[src/design/camera_block_frame_parser_core_macros.svh]
// assertion helpers for the frame parser
`ifndef CAMERA_BLOCK_FRAME_PARSER_CORE_MACROS_SVH
`define CAMERA_BLOCK_FRAME_PARSER_CORE_MACROS_SVH

`ifndef ASSERT_OFF

// same-cycle implication
`define CBFP_ASSERT_IMP(lbl, clk, rst, ante, cons, msg) \
  lbl: assert property (@(posedge clk) disable iff (rst) (ante) |-> (cons)) else $error(msg);

// next-cycle implication
`define CBFP_ASSERT_NXT(lbl, clk, rst, ante, cons, msg) \
  lbl: assert property (@(posedge clk) disable iff (rst) (ante) |=> (cons)) else $error(msg);

`else

`define CBFP_ASSERT_IMP(lbl, clk, rst, ante, cons, msg)
`define CBFP_ASSERT_NXT(lbl, clk, rst, ante, cons, msg)

`endif

`endif

[src/design/cbfp_pkg.sv]
package cbfp_pkg;

  localparam int BLOCK_WORDS = 6;
  localparam int WIDX_W      = $clog2(BLOCK_WORDS + 1);

  localparam logic [15:0] SYNC_WORD         = 16'haa55;
  localparam logic [15:0] SYNC_WORD_CC      = 16'haa56;
  localparam logic [15:0] SYNC_WORD_SWAPPED = 16'h55aa;
  localparam logic [15:0] PREV_WORD_INIT    = 16'hffff;
  localparam logic [7:0]  SYNC_TIMEOUT_INIT = 8'd50;
  localparam logic [7:0]  COUNT_MAX         = 8'hff;

  typedef enum logic [1:0] {
    PH_SEARCH,
    PH_CHECKSUM,
    PH_DATA,
    PH_TRAILER
  } phase_t;

  typedef enum logic [1:0] {
    ST_OK,
    ST_SYNC_ZEROS,
    ST_SYNC_TIMEOUT,
    ST_FRAME_DROPPED
  } status_t;

  typedef enum logic {
    KIND_BLOCK,
    KIND_REPORT
  } kind_t;

  typedef struct packed {
    kind_t       kind;
    logic [15:0] signature;
    logic [15:0] x_pos;
    logic [15:0] y_pos;
    logic [15:0] blk_width;
    logic [15:0] blk_height;
    logic [15:0] angle_word;
    logic        colour_coded;
    logic        checksum_ok;
    logic [7:0]  good_count;
    status_t     status;
  } result_t;

endpackage

[src/design/camera_block_frame_parser_core.sv]
// Camera block frame parser: takes one link byte per cycle (low byte of each word first),
// finds frame sync, checks block checksums and emits one result per block record and per
// frame end or sync fault. A byte goes through an input register and the parser logic
// into a result register, and a new byte is accepted every cycle while the output side
// keeps taking results; while a result waits in the output register the byte in the input
// register is held, whether it makes a result or not, so input stalls once that register
// is full. sync_timeout (reset 50) is written through cfg_wr_en / cfg_wr_data; the user
// must write it only while idle, as the block itself does not enforce this.
`include "camera_block_frame_parser_core_macros.svh"

module camera_block_frame_parser_core
  import cbfp_pkg::*;
(
  input  logic        clk,
  input  logic        rst,
  input  logic        cfg_wr_en,
  input  logic [7:0]  cfg_wr_data,
  input  logic        in_valid,
  output logic        in_ready,
  input  logic [7:0]  data_byte,
  input  logic        restart,
  output logic        out_valid,
  input  logic        out_ready,
  output logic        kind,
  output logic [15:0] signature,
  output logic [15:0] x_pos,
  output logic [15:0] y_pos,
  output logic [15:0] blk_width,
  output logic [15:0] blk_height,
  output logic [15:0] angle_word,
  output logic        colour_coded,
  output logic        checksum_ok,
  output logic [7:0]  good_count,
  output logic [1:0]  status
);

  // input stage
  logic       s1_valid;
  logic [7:0] s1_byte;
  logic       s1_restart;
  logic       out_load;
  logic       s1_fire;

  // parser state
  logic [7:0]        sync_timeout;
  phase_t            phase, phase_next;
  logic              byte_phase, byte_phase_next;
  logic [7:0]        low_byte_hold, low_byte_hold_next;
  logic              drop_next_byte, drop_next_byte_next;
  logic [15:0]       previous_word, previous_word_next;
  logic [7:0]        search_count, search_count_next;
  logic              block_is_cc, block_is_cc_next;
  logic [15:0]       expected_sum, expected_sum_next;
  logic [15:0]       running_sum, running_sum_next;
  logic [WIDX_W-1:0] word_index, word_index_next;
  logic [7:0]        frame_count, frame_count_next;
  logic              failure_pending, failure_pending_next;
  logic [15:0]       block_words [BLOCK_WORDS];

  logic              bw_write;
  logic              emit;
  logic              emit_rec;
  result_t           res_next;
  result_t           res;

  assign out_load = !out_valid || out_ready;
  assign s1_fire  = s1_valid && out_load;
  assign in_ready = !s1_valid || out_load;

  always_ff @(posedge clk) begin
    if (rst) begin
      s1_valid <= 1'b0;
    end else if (in_ready) begin
      s1_valid <= in_valid;
    end
    if (in_valid && in_ready) begin
      s1_byte    <= data_byte;
      s1_restart <= restart;
    end
  end

  always_ff @(posedge clk) begin
    if (rst) begin
      sync_timeout <= SYNC_TIMEOUT_INIT;
    end else if (cfg_wr_en) begin
      sync_timeout <= cfg_wr_data;
    end
  end

  always_comb begin
    logic [15:0]       word;
    logic [15:0]       sum;
    logic [WIDX_W-1:0] wi_inc;
    logic [WIDX_W-1:0] need;
    logic              ok;
    logic [15:0]       rec [BLOCK_WORDS];

    phase_next           = phase;
    byte_phase_next      = byte_phase;
    low_byte_hold_next   = low_byte_hold;
    drop_next_byte_next  = drop_next_byte;
    previous_word_next   = previous_word;
    search_count_next    = search_count;
    block_is_cc_next     = block_is_cc;
    expected_sum_next    = expected_sum;
    running_sum_next     = running_sum;
    word_index_next      = word_index;
    frame_count_next     = frame_count;
    failure_pending_next = failure_pending;
    bw_write             = 1'b0;
    emit                 = 1'b0;
    emit_rec             = 1'b0;
    res_next             = '0;

    word   = {s1_byte, low_byte_hold};
    sum    = running_sum + word;
    wi_inc = word_index + WIDX_W'(1);
    need   = block_is_cc ? WIDX_W'(BLOCK_WORDS) : WIDX_W'(BLOCK_WORDS - 1);
    ok     = (sum == expected_sum);
    // current word overlays the store so the record is complete in this cycle
    for (int i = 0; i < BLOCK_WORDS; i++) begin
      rec[i] = (word_index == WIDX_W'(i)) ? word : block_words[i];
    end

    if (s1_restart) begin
      byte_phase_next      = 1'b0;
      low_byte_hold_next   = '0;
      drop_next_byte_next  = 1'b0;
      block_is_cc_next     = 1'b0;
      expected_sum_next    = '0;
      running_sum_next     = '0;
      word_index_next      = '0;
      failure_pending_next = 1'b0;
      phase_next           = PH_SEARCH;
      previous_word_next   = PREV_WORD_INIT;
      search_count_next    = '0;
      frame_count_next     = '0;
    end else if (drop_next_byte) begin
      drop_next_byte_next = 1'b0;
    end else if (!byte_phase) begin
      low_byte_hold_next = s1_byte;
      byte_phase_next    = 1'b1;
    end else begin
      byte_phase_next = 1'b0;
      unique case (phase)
        PH_SEARCH: begin
          if (word == 16'h0000 && previous_word == 16'h0000) begin
            failure_pending_next = 1'b1;
            emit                 = 1'b1;
            res_next.kind        = KIND_REPORT;
            res_next.status      = ST_SYNC_ZEROS;
            previous_word_next   = PREV_WORD_INIT;
            search_count_next    = '0;
            frame_count_next     = '0;
          end else if (word == SYNC_WORD && previous_word == SYNC_WORD) begin
            block_is_cc_next = 1'b0;
            phase_next       = PH_CHECKSUM;
            frame_count_next = '0;
          end else if (word == SYNC_WORD_CC && previous_word == SYNC_WORD) begin
            block_is_cc_next = 1'b1;
            phase_next       = PH_CHECKSUM;
            frame_count_next = '0;
          end else if (word == SYNC_WORD_SWAPPED) begin
            // byte pairing is off by one, slip a byte
            drop_next_byte_next = 1'b1;
            previous_word_next  = word;
          end else if (search_count >= sync_timeout) begin
            emit               = 1'b1;
            res_next.kind      = KIND_REPORT;
            res_next.status    = ST_SYNC_TIMEOUT;
            previous_word_next = PREV_WORD_INIT;
            search_count_next  = '0;
            frame_count_next   = '0;
          end else begin
            search_count_next  = search_count + 8'd1;
            previous_word_next = word;
          end
        end
        PH_CHECKSUM: begin
          if (word == SYNC_WORD || word == SYNC_WORD_CC) begin
            // start word closes this frame and opens the next without a search
            emit                 = 1'b1;
            res_next.kind        = KIND_REPORT;
            res_next.good_count  = frame_count;
            res_next.status      = failure_pending ? ST_FRAME_DROPPED : ST_OK;
            block_is_cc_next     = (word == SYNC_WORD_CC);
            failure_pending_next = 1'b0;
            phase_next           = PH_CHECKSUM;
            frame_count_next     = '0;
          end else if (word == 16'h0000) begin
            emit                = 1'b1;
            res_next.kind       = KIND_REPORT;
            res_next.good_count = frame_count;
            res_next.status     = ST_OK;
            phase_next          = PH_SEARCH;
            previous_word_next  = PREV_WORD_INIT;
            search_count_next   = '0;
            frame_count_next    = '0;
          end else begin
            expected_sum_next = word;
            running_sum_next  = '0;
            word_index_next   = '0;
            phase_next        = PH_DATA;
          end
        end
        PH_DATA: begin
          bw_write         = (word_index < WIDX_W'(BLOCK_WORDS));
          running_sum_next = sum;
          word_index_next  = wi_inc;
          if (wi_inc >= need) begin
            emit                  = 1'b1;
            emit_rec              = 1'b1;
            res_next.kind         = KIND_BLOCK;
            res_next.signature    = rec[0];
            res_next.x_pos        = rec[1];
            res_next.y_pos        = rec[2];
            res_next.blk_width    = rec[3];
            res_next.blk_height   = rec[4];
            res_next.angle_word   = block_is_cc ? rec[5] : 16'h0000;
            res_next.colour_coded = block_is_cc;
            res_next.checksum_ok  = ok;
            res_next.good_count   = '0;
            res_next.status       = ST_OK;
            if (ok && frame_count != COUNT_MAX) begin
              frame_count_next = frame_count + 8'd1;
            end
            phase_next = PH_TRAILER;
          end
        end
        PH_TRAILER: begin
          if (word == SYNC_WORD) begin
            block_is_cc_next = 1'b0;
            phase_next       = PH_CHECKSUM;
          end else if (word == SYNC_WORD_CC) begin
            block_is_cc_next = 1'b1;
            phase_next       = PH_CHECKSUM;
          end else begin
            failure_pending_next = 1'b0;
            emit                 = 1'b1;
            res_next.kind        = KIND_REPORT;
            res_next.good_count  = frame_count;
            res_next.status      = ST_OK;
            phase_next           = PH_SEARCH;
            previous_word_next   = PREV_WORD_INIT;
            search_count_next    = '0;
            frame_count_next     = '0;
          end
        end
      endcase
    end
  end

  always_ff @(posedge clk) begin
    if (rst) begin
      phase           <= PH_SEARCH;
      byte_phase      <= 1'b0;
      low_byte_hold   <= '0;
      drop_next_byte  <= 1'b0;
      previous_word   <= PREV_WORD_INIT;
      search_count    <= '0;
      block_is_cc     <= 1'b0;
      expected_sum    <= '0;
      running_sum     <= '0;
      word_index      <= '0;
      frame_count     <= '0;
      failure_pending <= 1'b0;
    end else if (s1_fire) begin
      phase           <= phase_next;
      byte_phase      <= byte_phase_next;
      low_byte_hold   <= low_byte_hold_next;
      drop_next_byte  <= drop_next_byte_next;
      previous_word   <= previous_word_next;
      search_count    <= search_count_next;
      block_is_cc     <= block_is_cc_next;
      expected_sum    <= expected_sum_next;
      running_sum     <= running_sum_next;
      word_index      <= word_index_next;
      frame_count     <= frame_count_next;
      failure_pending <= failure_pending_next;
    end
  end

  always_ff @(posedge clk) begin
    if (s1_fire && bw_write) begin
      block_words[word_index] <= {s1_byte, low_byte_hold};
    end
  end

  // result register
  always_ff @(posedge clk) begin
    if (rst) begin
      out_valid <= 1'b0;
    end else if (out_load) begin
      out_valid <= s1_fire && emit;
    end
    if (s1_fire && emit) begin
      res <= res_next;
    end
  end

  assign kind         = res.kind;
  assign signature    = res.signature;
  assign x_pos        = res.x_pos;
  assign y_pos        = res.y_pos;
  assign blk_width    = res.blk_width;
  assign blk_height   = res.blk_height;
  assign angle_word   = res.angle_word;
  assign colour_coded = res.colour_coded;
  assign checksum_ok  = res.checksum_ok;
  assign good_count   = res.good_count;
  assign status       = res.status;

  `CBFP_ASSERT_IMP(a_search_count_clear, clk, rst, phase == PH_SEARCH, frame_count == 8'd0, "frame count not clear during sync search")
  `CBFP_ASSERT_IMP(a_rec_fields, clk, rst, out_valid && kind == KIND_BLOCK, good_count == 8'd0 && status == ST_OK, "block record carries report fields")
  `CBFP_ASSERT_IMP(a_sync_report, clk, rst, out_valid && kind == KIND_REPORT && (status == ST_SYNC_ZEROS || status == ST_SYNC_TIMEOUT), good_count == 8'd0 && checksum_ok == 1'b0, "sync report with block data")
  `CBFP_ASSERT_NXT(a_rec_to_trailer, clk, rst, s1_fire && emit_rec, phase == PH_TRAILER, "block record not followed by trailer phase")

endmodule
[config.mk]
export PLATFORM = sky130hd
export DESIGN_NAME = camera_block_frame_parser_core
export DESIGN_NICKNAME = d
export VERILOG_FILES = /design/src/design/cbfp_pkg.sv /design/src/design/camera_block_frame_parser_core.sv
export VERILOG_INCLUDE_DIRS = /design/src /design/src/design
export SDC_FILE = /design/constraint.sdc
export NUM_CORES = 1
export LEC_CHECK = 0
export ABC_AREA = 1
export CORE_MARGIN = 2
export CORE_UTILIZATION = 40
export DETAILED_ROUTE_END_ITERATION = 12
export DONT_BUFFER_PORTS = 1
export HOLD_SLACK_MARGIN = 0.08
export PLACE_DENSITY = 0.57
export SKIP_LAST_GASP = 1
export SLEW_MARGIN = 20
export SYNTH_ARGS = -nofsm -noshare
export SYNTH_HDL_FRONTEND = slang
export SYNTH_SLANG_ARGS = --single-unit
[constraint.sdc]
create_clock -name clk -period 4.1 [get_ports clk]
set_input_delay 0.615 -clock clk [delete_from_list [all_inputs] [get_ports clk]]
set_output_delay 0.615 -clock clk [all_outputs]
set_load 0.05 [all_outputs]
Word-level counts from Yosys, hierarchy flattened

Memory sizes are Yosys's and may differ from the RTL's. A register that Yosys moved wholly into a read port is not among the register bits.
Index checks and enable logic that the tools add are counted.

Add/subtract/negate cells: 4
Order comparisons: 3
Equal/unequal tests: 31
Multiplexer cells: 134
Bitwise operators: 4
Reductions and logical operators: 33

Operators by type and width:

| operator             | count |
|---|---|
| $mux 16              | 23 |
| $mux 8               | 26 |
| $eq 16x16->1 const B | 3 |
| $pmux 16 s3          | 1 |
| $pmux 8 s3           | 2 |
| $mux 1               | 47 |
| $mux 10              | 4 |
| $mux 2               | 17 |
| $logic_not 16->1     | 2 |
| $pmux 16 s2          | 1 |
| $pmux 8 s4           | 1 |
| $ne 3x3->1 const B   | 10 |
| $ne 4x4->1 const B   | 6 |
| $reduce_and 10->1    | 2 |
| $reduce_and 6->1     | 3 |
| $add 16x16->16       | 1 |
| $add 8x1->8 const B  | 2 |
| $eq 16x15->1 const B | 1 |
| $eq 16x16->1         | 1 |
| $pmux 2 s4           | 2 |
| $reduce_and 8->1     | 2 |
| $mux 3               | 5 |
| $ne 6x6->1 const B   | 2 |
| $reduce_and 11->1    | 1 |
| other kinds (24)     | 44 |

Bits in registers: 113
Memory bits (writable): 96
Bits of input ports: 22
Output and inout bits: 111
Word-level logic and storage cells: 232
Memories kept: 1

Memory list:

| memory      | depth | bits a word | read ports | clocked after Yosys merged registers in | write ports | RTL line                             | source |
|---|---|---|---|---|---|---|---|
| block_words | 6     | 16          | 6          | 6                                       | 1           | camera_block_frame_parser_core.sv:58 | `logic [15:0] block_words [BLOCK_WORDS];` |

Longest topological paths before layout

Gate-level depths: netlist of run 1.

Depth in word-level cells: 11
Mapped depth: 21
Depth with buffers taken out: 20

Worst setup path before layout of run 1

No wires, ideal clock.

Kind: register -> register
From: reg s1_byte[0]
To: reg res, in the netlist angle_word[0] (enable)
Library setup time: 0.463 ns
Arrival: 3.910 ns
Required time: 3.637 ns
Slack: -0.273 ns
Stages on the path, launching flop included: 12
Buffers on the path: 1
Clock period less this slack: 4.373 ns
Cells stage by stage: edfxtp_1 -> buf_4 -> nor4_4 -> and2b_1 -> o211ai_1 -> nand2_1 -> nand2_1 -> o21ai_0 -> clkinv_1 -> nand3_1 -> nand2_1 -> inv_1

Longest elaborated chain between the ends: 10
Elaborated cells between the ends (all ways): 21
Classes of those cells: eq/ne (3); mux (12); reduce/logical (6)

Ends and longest elaborated chain:

| what                                                | RTL line                                                                     | source |
|---|---|---|
| start: declaration                                  | camera_block_frame_parser_core.sv:39                                         | `logic [7:0] s1_byte;` |
| start signal: assignment                            | camera_block_frame_parser_core.sv:77                                         | `s1_byte <= data_byte;` |
| $eq 16x15->1 / $eq 16x16->1 (equally long branches) | --                                                                           |  |
| $mux 1 / $logic_and 1x1->1 (equally long branches)  | camera_block_frame_parser_core.sv:163, camera_block_frame_parser_core.sv:159 |  |
| $mux 1                                              | camera_block_frame_parser_core.sv:159                                        | `end else if (word == SYNC_WORD_CC && previous_word == SYNC_WORD) begin` |
| $mux 1                                              | camera_block_frame_parser_core.sv:155                                        | `end else if (word == SYNC_WORD && previous_word == SYNC_WORD) begin` |
| $mux 1                                              | camera_block_frame_parser_core.sv:147                                        | `if (word == 16'h0000 && previous_word == 16'h0000) begin` |
| $pmux 1 s4 (*)                                      | camera_block_frame_parser_core.sv:145                                        | `unique case (phase)` |
| $mux 1 (*)                                          | camera_block_frame_parser_core.sv:140                                        | `end else if (!byte_phase) begin` |
| $mux 1 (*)                                          | camera_block_frame_parser_core.sv:138                                        | `end else if (drop_next_byte) begin` |
| $mux 1 (*)                                          | camera_block_frame_parser_core.sv:125                                        | `if (s1_restart) begin` |
| $logic_and 1x1->1 (*)                               | camera_block_frame_parser_core.sv:296                                        | `if (s1_fire && emit) begin` |
| end signal: assignment                              | camera_block_frame_parser_core.sv:297                                        | `res <= res_next;` |
| end: declaration                                    | camera_block_frame_parser_core.sv:64                                         | `result_t res;` |

Every way passes the cells marked *; elsewhere a longest branch is shown, timed or not.
A chain may end at the register's enable or synchronous reset.

Worst setup path in the final report of run 1

From: reg s1_byte[5]
To: reg x_pos[9] (netlist name)

Longest elaborated chain between the ends: 10
Elaborated cells between the ends (all ways): 21
Classes of those cells: eq/ne (3); mux (12); reduce/logical (6)

Ends and longest elaborated chain:

| what                                                | RTL line |
|---|---|
| $eq 16x15->1 / $eq 16x16->1 (equally long branches) | -- |
| $mux 1 / $logic_and 1x1->1 (equally long branches)  | camera_block_frame_parser_core.sv:163, camera_block_frame_parser_core.sv:159 |
| $mux 1                                              | camera_block_frame_parser_core.sv:159 |
| $mux 1                                              | camera_block_frame_parser_core.sv:155 |
| $mux 1                                              | camera_block_frame_parser_core.sv:147 |
| $pmux 1 s4 (*)                                      | camera_block_frame_parser_core.sv:145 |
| $mux 1 (*)                                          | camera_block_frame_parser_core.sv:140 |
| $mux 1 (*)                                          | camera_block_frame_parser_core.sv:138 |
| $mux 1 (*)                                          | camera_block_frame_parser_core.sv:125 |
| $logic_and 1x1->1 (*)                               | camera_block_frame_parser_core.sv:296 |

Marked as above.

==> results of run 1 <==
layout make-up:
class	instances	area, sq um
flip-flops and latches	305	8250
repair buffers	42	340
inverters	170	644
well taps	455	569
clock buffers	45	933
multi-input cells	965	4930
clock inverters	15	141
fillers	3239	18800
worst paths after layout:
path                           startpoint  slack, ps                      endpoint
min reg2reg  running_sum[11]$_SDFFE_PP0P_        460  running_sum[11]$_SDFFE_PP0P_
max reg2reg          s1_byte[5]$_DFFE_PP_        650        x_pos[9]$_SDFFCE_PP0P_
max                  s1_byte[5]$_DFFE_PP_        650        x_pos[9]$_SDFFCE_PP0P_
min                                   rst        160  search_count[1]$_SDFFE_PP0P_
synthesized netlist by cell type (2+ instances only):
cell type,instances
buf_1,4
nor2_4,2
nand2_1,299
nor2_1,107
edfxtp_1,214
o21a_1,2
o21ai_2,2
nand2_2,8
clkbuf_1,44
o211ai_2,2
nand3b_1,7
nand4_1,30
buf_2,19
nand3_1,160
buf_4,4
nor2_2,7
o21ai_0,38
inv_1,146
nor3_1,24
o211ai_1,4
nor4_1,10
buf_6,3
xnor2_1,2
or2_2,4
nor3b_1,3
inv_2,19
a211oi_1,21
ha_1,32
dfxtp_1,91
xor2_1,6
o21ai_1,13
a21oi_1,168
clkinv_1,4
through the flow:
| stage | setup WS (ps) | cells | hold slack, ps | cell area, sq um | util |
|---|---|---|---|---|---|
| after detailed placement | 628 | 1937 | 449 | 14700 | 0.426 |
| after global placement | 737 | 1937 | 450 | 14700 | 0.426 |
| after CTS | 612 | 1997 | 137 | 15800 | 0.457 |
| after global routing | 311 | 1997 | 146 | 15800 | 0.457 |
| after floorplan | 270 | 1514 | 434 | 14100 | - |
| final | 648 | 1997 | 160 | 15800 | 0.457 |
cell families after synthesis:
kind of cell    Yosys count  synth area share
simple gates            669             0.213
flops                   305             0.584
xor+xnor                  9           0.00656
compound gates          254            0.0976
buf+inv                 244            0.0694
fa+ha+maj                33            0.0298
per-layer routing:
layer  vias to the layer above  part of all wire
met4                         2             0.033
met5                         -           0.00030
met3                        61             0.054
met1                      5023              0.45
met2                       330              0.46
li1                       5193                 -
worst max-delay path, stage by stage (launching register included):
cell        delay [ps]
edfxtp_1           840
nand4_1            160
and2b_1            290
nand3_1            140
nand2_2            150
nand2_2             80
nand2_2            110
nor2_1              60
nor2_1             140
nand3_1             90
nand2_1            130
clkinvlp_4         540
buf_12             410
power groups by stage:
stage	logic [mW]	clock network (mW)	registers, mW
floorplan	0.276	0	3.42
global placement	0.384	0	3.44
detailed placement	0.389	0	3.44
CTS	0.390	3.02	3.38
global route	0.435	3.14	3.38
finish	0.391	2.96	3.38
==> run_results.csv, run 1 <==
group,metric,value,unit
logic_synthesis,synth_area_per_cell,9.33,sq um
cells_and_area,syn_to_final_growth,12.0,%
pwr,swShare,0.230,
clocking,cts_hold_buffers,0,
pwr,p_int,5.18,mW
detailed_routing,post-route-drc-count,0,
logic_synthesis,ys_seq_area_frac,0.584,
sta,tightest_slew,1060,ps
logic_synthesis,synth_edf_count,214,
sta,finalSetupTns,0,ps
clocking,clock_latency,540,ps
logic_synthesis,ys_types,48,
pwr,power_density,426,nW/um^2
cells_and_area,final_cell_mix,"nand2_1, edfxtp_1, a21oi_1",
global_routing,grt_pass1_vias,9761,
cells_and_area,num_antenna_cells,0,
detailed_routing,routedWlPerCell,18.6,um
cells_and_area,fin_nets,1573,
floorplanning,die_width,192,um
logic_synthesis,synth.largest_area_cell,"edfxtp_1",
logic_synthesis,synth_top_area_share,0.455,
logic_synthesis,ys_seq_elements,305,
pwr,p_clk_frac,0.440,
critical_path,cp-end-kind,"flop",
critical_path,critPathMaxFanout,33,
sta,rsz0062_at_grt,"no",
detailed_routing,first_iter_violations,924,
logic_synthesis,ys_warn_count,0,
placed_design,place_congestion,0.900,
clocking,cts_resized,0,
pwr,p_seq_frac,0.502,
global_routing,grt_first_pass_wirelength,56.5,mm
logic_synthesis,synthFlopType,"edfxtp_1",
clocking,clkSlewWorstSetupHoldPaths,60,ps
pwr,ir_drop,267,uV
global_routing,use_met2,0.321,
detailed_routing,routed_wl,37.1,mm
logic_synthesis,async_reset_ff_frac,0,
detailed_routing,routed_via_density,5.31,
logic_synthesis,syn-cell-area,14100,sq um
floorplanning,io_pins,133,
detailed_routing,num_vias,10600,
global_routing,overflow,0,
critical_path,critPathKind,"reg -> reg",
clocking,tritoncts,"built",
cells_and_area,final_common_cell,"nand2_1",
critical_path,cp.arrival,3720,ps
sta,fin_skew,25.9,ps
sta,slew_violations,0,
cells_and_area,regMostFlops,"block_words",
floorplanning,placementRows,68,
global_routing,antenna_found_initial,1,
placed_design,dpl.hpwl,24.9,mm
sta,slew_headroom,0.295,
floorplanning,core_area,34600,sq um
pwr,power_switching,1.55,mW
placed_design,io_buffers,0,
run,drv_cap,0,
sta,finalSetupViolCount,0,
logic_synthesis,synth_nets,1569,
clocking,postCtsSetupBuffers,0,
clocking,clockBufferDepth,3,
min_path,min_path_cells,1,
pwr,p_leak,6.14,nW
sta,fin_crit_sh,0.842,
floorplanning,fp.dieArea,36800,sq um
logic_synthesis,synth.area.top_cells,"edfxtp_1, dfxtp_1, nand2_1, a21oi_1, nand3_1",
cells_and_area,largest_reg_flops,96,
pwr,power,6.73,mW
critical_path,cp-start-kind,"flop",
global_routing,met1_usage,0.271,
pwr,combPwrFrac,0.058,
critical_path,cp.required,4370,ps
sta,finalCriticalPeriod,3450,ps
global_routing,grt_max_degree,43,
detailed_routing,drt-pass1-iter-count,6,
floorplanning,start_util,0.408,
clocking,cts_inserted_buffers,34,
outcome,status,"finished clean",
sta,hold_violations,0,
clocking,root_buffer,"clkbuf_16",
global_routing,use_met3,0.0342,
sta,fmax,0.290,GHz
cells_and_area,drive_gt1_frac,0.0966,
clocking,clkSinkCount,305,
detailed_routing,ant_nets,0,
critical_path,ff2ff_path_depth,12,
min_path,worstHoldPathType,"in -> reg",
global_routing,track_usage,0.201,
floorplanning,die-height,192,um
clocking,htreeDepth,2,
logic_synthesis,syn_inst,1514,
global_routing,busiest_layer,"met2",
Power figures use the tool's default switching activity.
==> inputs of run 2 (changes only) <==
--- a/config.mk
+++ b/config.mk
@@ -6,13 +6,13 @@
 export SDC_FILE = /design/constraint.sdc
 export NUM_CORES = 1
 export LEC_CHECK = 0
-export ABC_AREA = 1
+export ABC_AREA = 0
 export CORE_MARGIN = 2
 export CORE_UTILIZATION = 40
 export DETAILED_ROUTE_END_ITERATION = 12
 export DONT_BUFFER_PORTS = 1
 export HOLD_SLACK_MARGIN = 0.08
-export PLACE_DENSITY = 0.57
+export PLACE_DENSITY = 0.55
 export SKIP_LAST_GASP = 1
 export SLEW_MARGIN = 20
 export SYNTH_ARGS = -nofsm -noshare
==> constraint.sdc (replaced) <==
create_clock -name clk -period 3.5 [get_ports clk]
set_input_delay 0.525 -clock clk [delete_from_list [all_inputs] [get_ports clk]]
set_output_delay 0.525 -clock clk [all_outputs]
set_load 0.05 [all_outputs]
==> run 2 against run 1 <==
Net effect: non-clock buffer count up 32; sequential power up 15%; hold slack worse by 59 ps; synthesized cell count down 18%; area after synthesis down 4.4%; total power up 17%; sequential share of layout area up 0.94 points; clock-buffer cell count down 6; register-to-register slack worse by 530 ps; clock skew down 16 ps; critical endpoint is now signature[10]$_SDFFCE_PP0P_; largest cell class unchanged; highest routed layer is now met4.
==> run_results.csv, run 2 <==
group,metric,value,unit
sta,whs,101,ps
pwr,power_switching,1.69,mW
cells_and_area,regMostFlops,"block_words",
pwr,p_seq_frac,0.496,
sta,fmax,0.296,GHz
cells_and_area,fin_nets,1326,
global_routing,overflow,0,
logic_synthesis,ys_seq_elements,305,
cells_and_area,final_cell_area,15500,sq um
clocking,root_buffer,"clkbuf_16",
sta,slew_headroom,0.539,
logic_synthesis,synth_edf_count,214,
placed_design,place_congestion,0.956,
cells_and_area,syn_to_final_growth,15.0,%
floorplanning,die_width,188,um
logic_synthesis,syn-cell-area,13500,sq um
global_routing,grt_max_degree,81,
sta,tightest_slew,689,ps
sta,hold_violations,0,
sta,fin_crit_sh,0.965,
sta,rsz0062_at_grt,"no",
placed_design,io_buffers,0,
logic_synthesis,synth.most_common_cell,"nand2_1",
placed_design,dpl_cell_area,14300,sq um
critical_path,ff2ff_path_depth,9,
pwr,p_leak,5.73,nW
critical_path,cp-end-kind,"flop",
detailed_routing,routedWlPerCell,20.3,um
sta,finalSetupViolCount,0,
cells_and_area,n_fill_cell,3117,
run,drv_cap,0,
cells_and_area,fin_util,0.465,
floorplanning,die-height,188,um
logic_synthesis,synth_top_area_share,0.476,
cells_and_area,drive_gt1_frac,0.125,
cells_and_area,final_cell_mix,"nand2_1, edfxtp_1, a21oi_1",
min_path,min_path_cells,1,
placed_design,place_inst,1680,
clocking,clock_latency,520,ps
floorplanning,start_util,0.405,
cells_and_area,largest_reg_flops,96,
global_routing,grt_pass1_vias,8967,
clocking,htreeDepth,2,
detailed_routing,ant_nets,0,
critical_path,cp-start-kind,"flop",
global_routing,grt_first_pass_wirelength,54.1,mm
cells_and_area,final_common_cell,"nand2_1",
pwr,p_int,6.17,mW
floorplanning,fp.dieArea,35300,sq um
detailed_routing,post-route-drc-count,0,
pwr,ir_drop,303,uV
pwr,power,7.85,mW
critical_path,cp.required,3670,ps
clocking,cts_inserted_buffers,34,
min_path,worstHoldPathType,"in -> reg",
floorplanning,core_area,33400,sq um
floorplanning,placementRows,67,
detailed_routing,routed_via_density,5.47,
clocking,clockBufferDepth,3,
detailed_routing,first_iter_violations,846,
pwr,power_density,506,nW/um^2
logic_synthesis,synth.largest_area_cell,"edfxtp_1",
outcome,status,"finished clean",
sta,fin_skew,10.3,ps
critical_path,critPathMaxFanout,34,
logic_synthesis,ys_types,72,
detailed_routing,drt-pass1-iter-count,5,
clocking,tritoncts,"built",
critical_path,slowest_stage,"or3_2",
logic_synthesis,async_reset_ff_frac,0,
logic_synthesis,synthTopCellsByCount,"nand2_1, edfxtp_1, a21oi_1",
logic_synthesis,synth_nets,1291,
cells_and_area,stdcell_count,1743,
logic_synthesis,ys_warn_count,0,
logic_synthesis,synth_area_per_cell,10.9,sq um
floorplanning,io_pins,133,
clocking,postCtsSetupBuffers,0,
sta,finalCriticalPeriod,3380,ps
sta,finalSetupTns,0,ps
critical_path,cp.arrival,3550,ps
critical_path,worst_path_most_repeated_cell,"buf_4",
detailed_routing,num_vias,9536,
sta,slew_violations,0,
logic_synthesis,ys_seq_area_frac,0.611,
critical_path,max_stage_delay,510,ps
pwr,p_clk_frac,0.463,
clocking,clkSlewWorstSetupHoldPaths,60,ps
critical_path,critPathKind,"reg -> reg",
logic_synthesis,synthFlopType,"edfxtp_1",
clocking,clkSinkCount,305,
critical_path,path_cells,"buf_4 > or3_2 > or2_1 > o21ai_4 > nor2_1 > a21o_1 > or3_4 > clkinvlp_4 > buf_4",
placed_design,pre_cts_ws,93.1,ps
logic_synthesis,syn_inst,1236,
sta,worst_slack,122,ps
global_routing,antenna_found_initial,0,
logic_synthesis,synth.area.top_cells,"edfxtp_1, dfxtp_1, nand2_1, a21oi_1, ha_1",
cells_and_area,num_antenna_cells,0,
pwr,combPwrFrac,0.041,
placed_design,dpl.hpwl,23.0,mm
detailed_routing,routed_wl,35.3,mm
global_routing,track_usage,0.198,
pwr,swShare,0.215,
==> run 2: changes by cell type after synthesis, moves of 21 or more <==
cell and change:
nand3_1 -139, mux2i_1 +21, nand2_1 -58, a21oi_1 -32
a22oi_1 +23, inv_1 -119
==> run 2: final cells by class <==
| class | count | area [sq um] | share of cell area |
|---|---|---|---|
| inverter | 27 | 105 | 0.00677 |
| multi-input combinational | 829 | 4890 | 0.315 |
| clock inverter | 21 | 250 | 0.0161 |
| sequential | 305 | 8250 | 0.531 |
| tap | 448 | 561 | 0.0361 |
| timing repair buffer | 74 | 598 | 0.0385 |
| clock buffer | 39 | 880 | 0.0566 |
==> run 2: routing by layer <==
metal  global-route usage  routed length, um  up-vias  share of wire
li1                     -                  -     4492              -
met5                    0                  0        -              0
met1                0.277              16300     4665           0.46
met2                0.317              16400      325           0.46
met3               0.0382               2010       54          0.057
met4               0.0488                711        0          0.020
==> run 2: critical path: cells and delay by family (launching register included) <==
kind / cells / cell delay, ps
simple gates: 4 / 1340
compound gates: 2 / 400
flops: 1 / 390
buf+inv: 3 / 890
==> run 2: power groups by stage <==
stage / Combinational [mW] / Clock, mW / Sequential (mW)
floorplan: 0.199 / 0 / 3.96
global placement: 0.300 / 0 / 3.97
detailed placement: 0.302 / 0 / 3.97
CTS: 0.322 / 3.70 / 3.89
global route: 0.351 / 3.85 / 3.89
finish: 0.326 / 3.64 / 3.89
==> run 2: cell families (layout without fill, tap and decap cells) <==
logic type | Yosys count | after routing | synth area share
flip-flops | 305 | 305 | 0.611
adder cells (fa/ha/maj) | 33 | 33 | 0.0311
AND/OR/NAND/NOR | 477 | 477 | 0.160
XOR/XNOR | 32 | 32 | 0.0281
multiplexers | 23 | 23 | 0.0172
AO/OA/AOI/OAI | 264 | 264 | 0.121
buffers and inverters | 102 | 161 | 0.0322
==> run 2: repair_timing <==
action                     in CTS  in global routing
hold buffers                    3                  0
hold endpoints to repair       45                  0
setup endpoints to repair       0                 10
gates resized for setup         0                  5
==> run 2: final timing paths <==
path / startpoint / end / slack [ps]
max: low_byte_hold[3]$_SDFFE_PP0P_ / signature[10]$_SDFFCE_PP0P_ / 120
min: rst / out_valid$_SDFFE_PP0P_ / 100
max reg2reg: low_byte_hold[3]$_SDFFE_PP0P_ / signature[10]$_SDFFCE_PP0P_ / 120
min reg2reg: sync_timeout[1]$_SDFFE_PP1P_ / sync_timeout[1]$_SDFFE_PP1P_ / 490
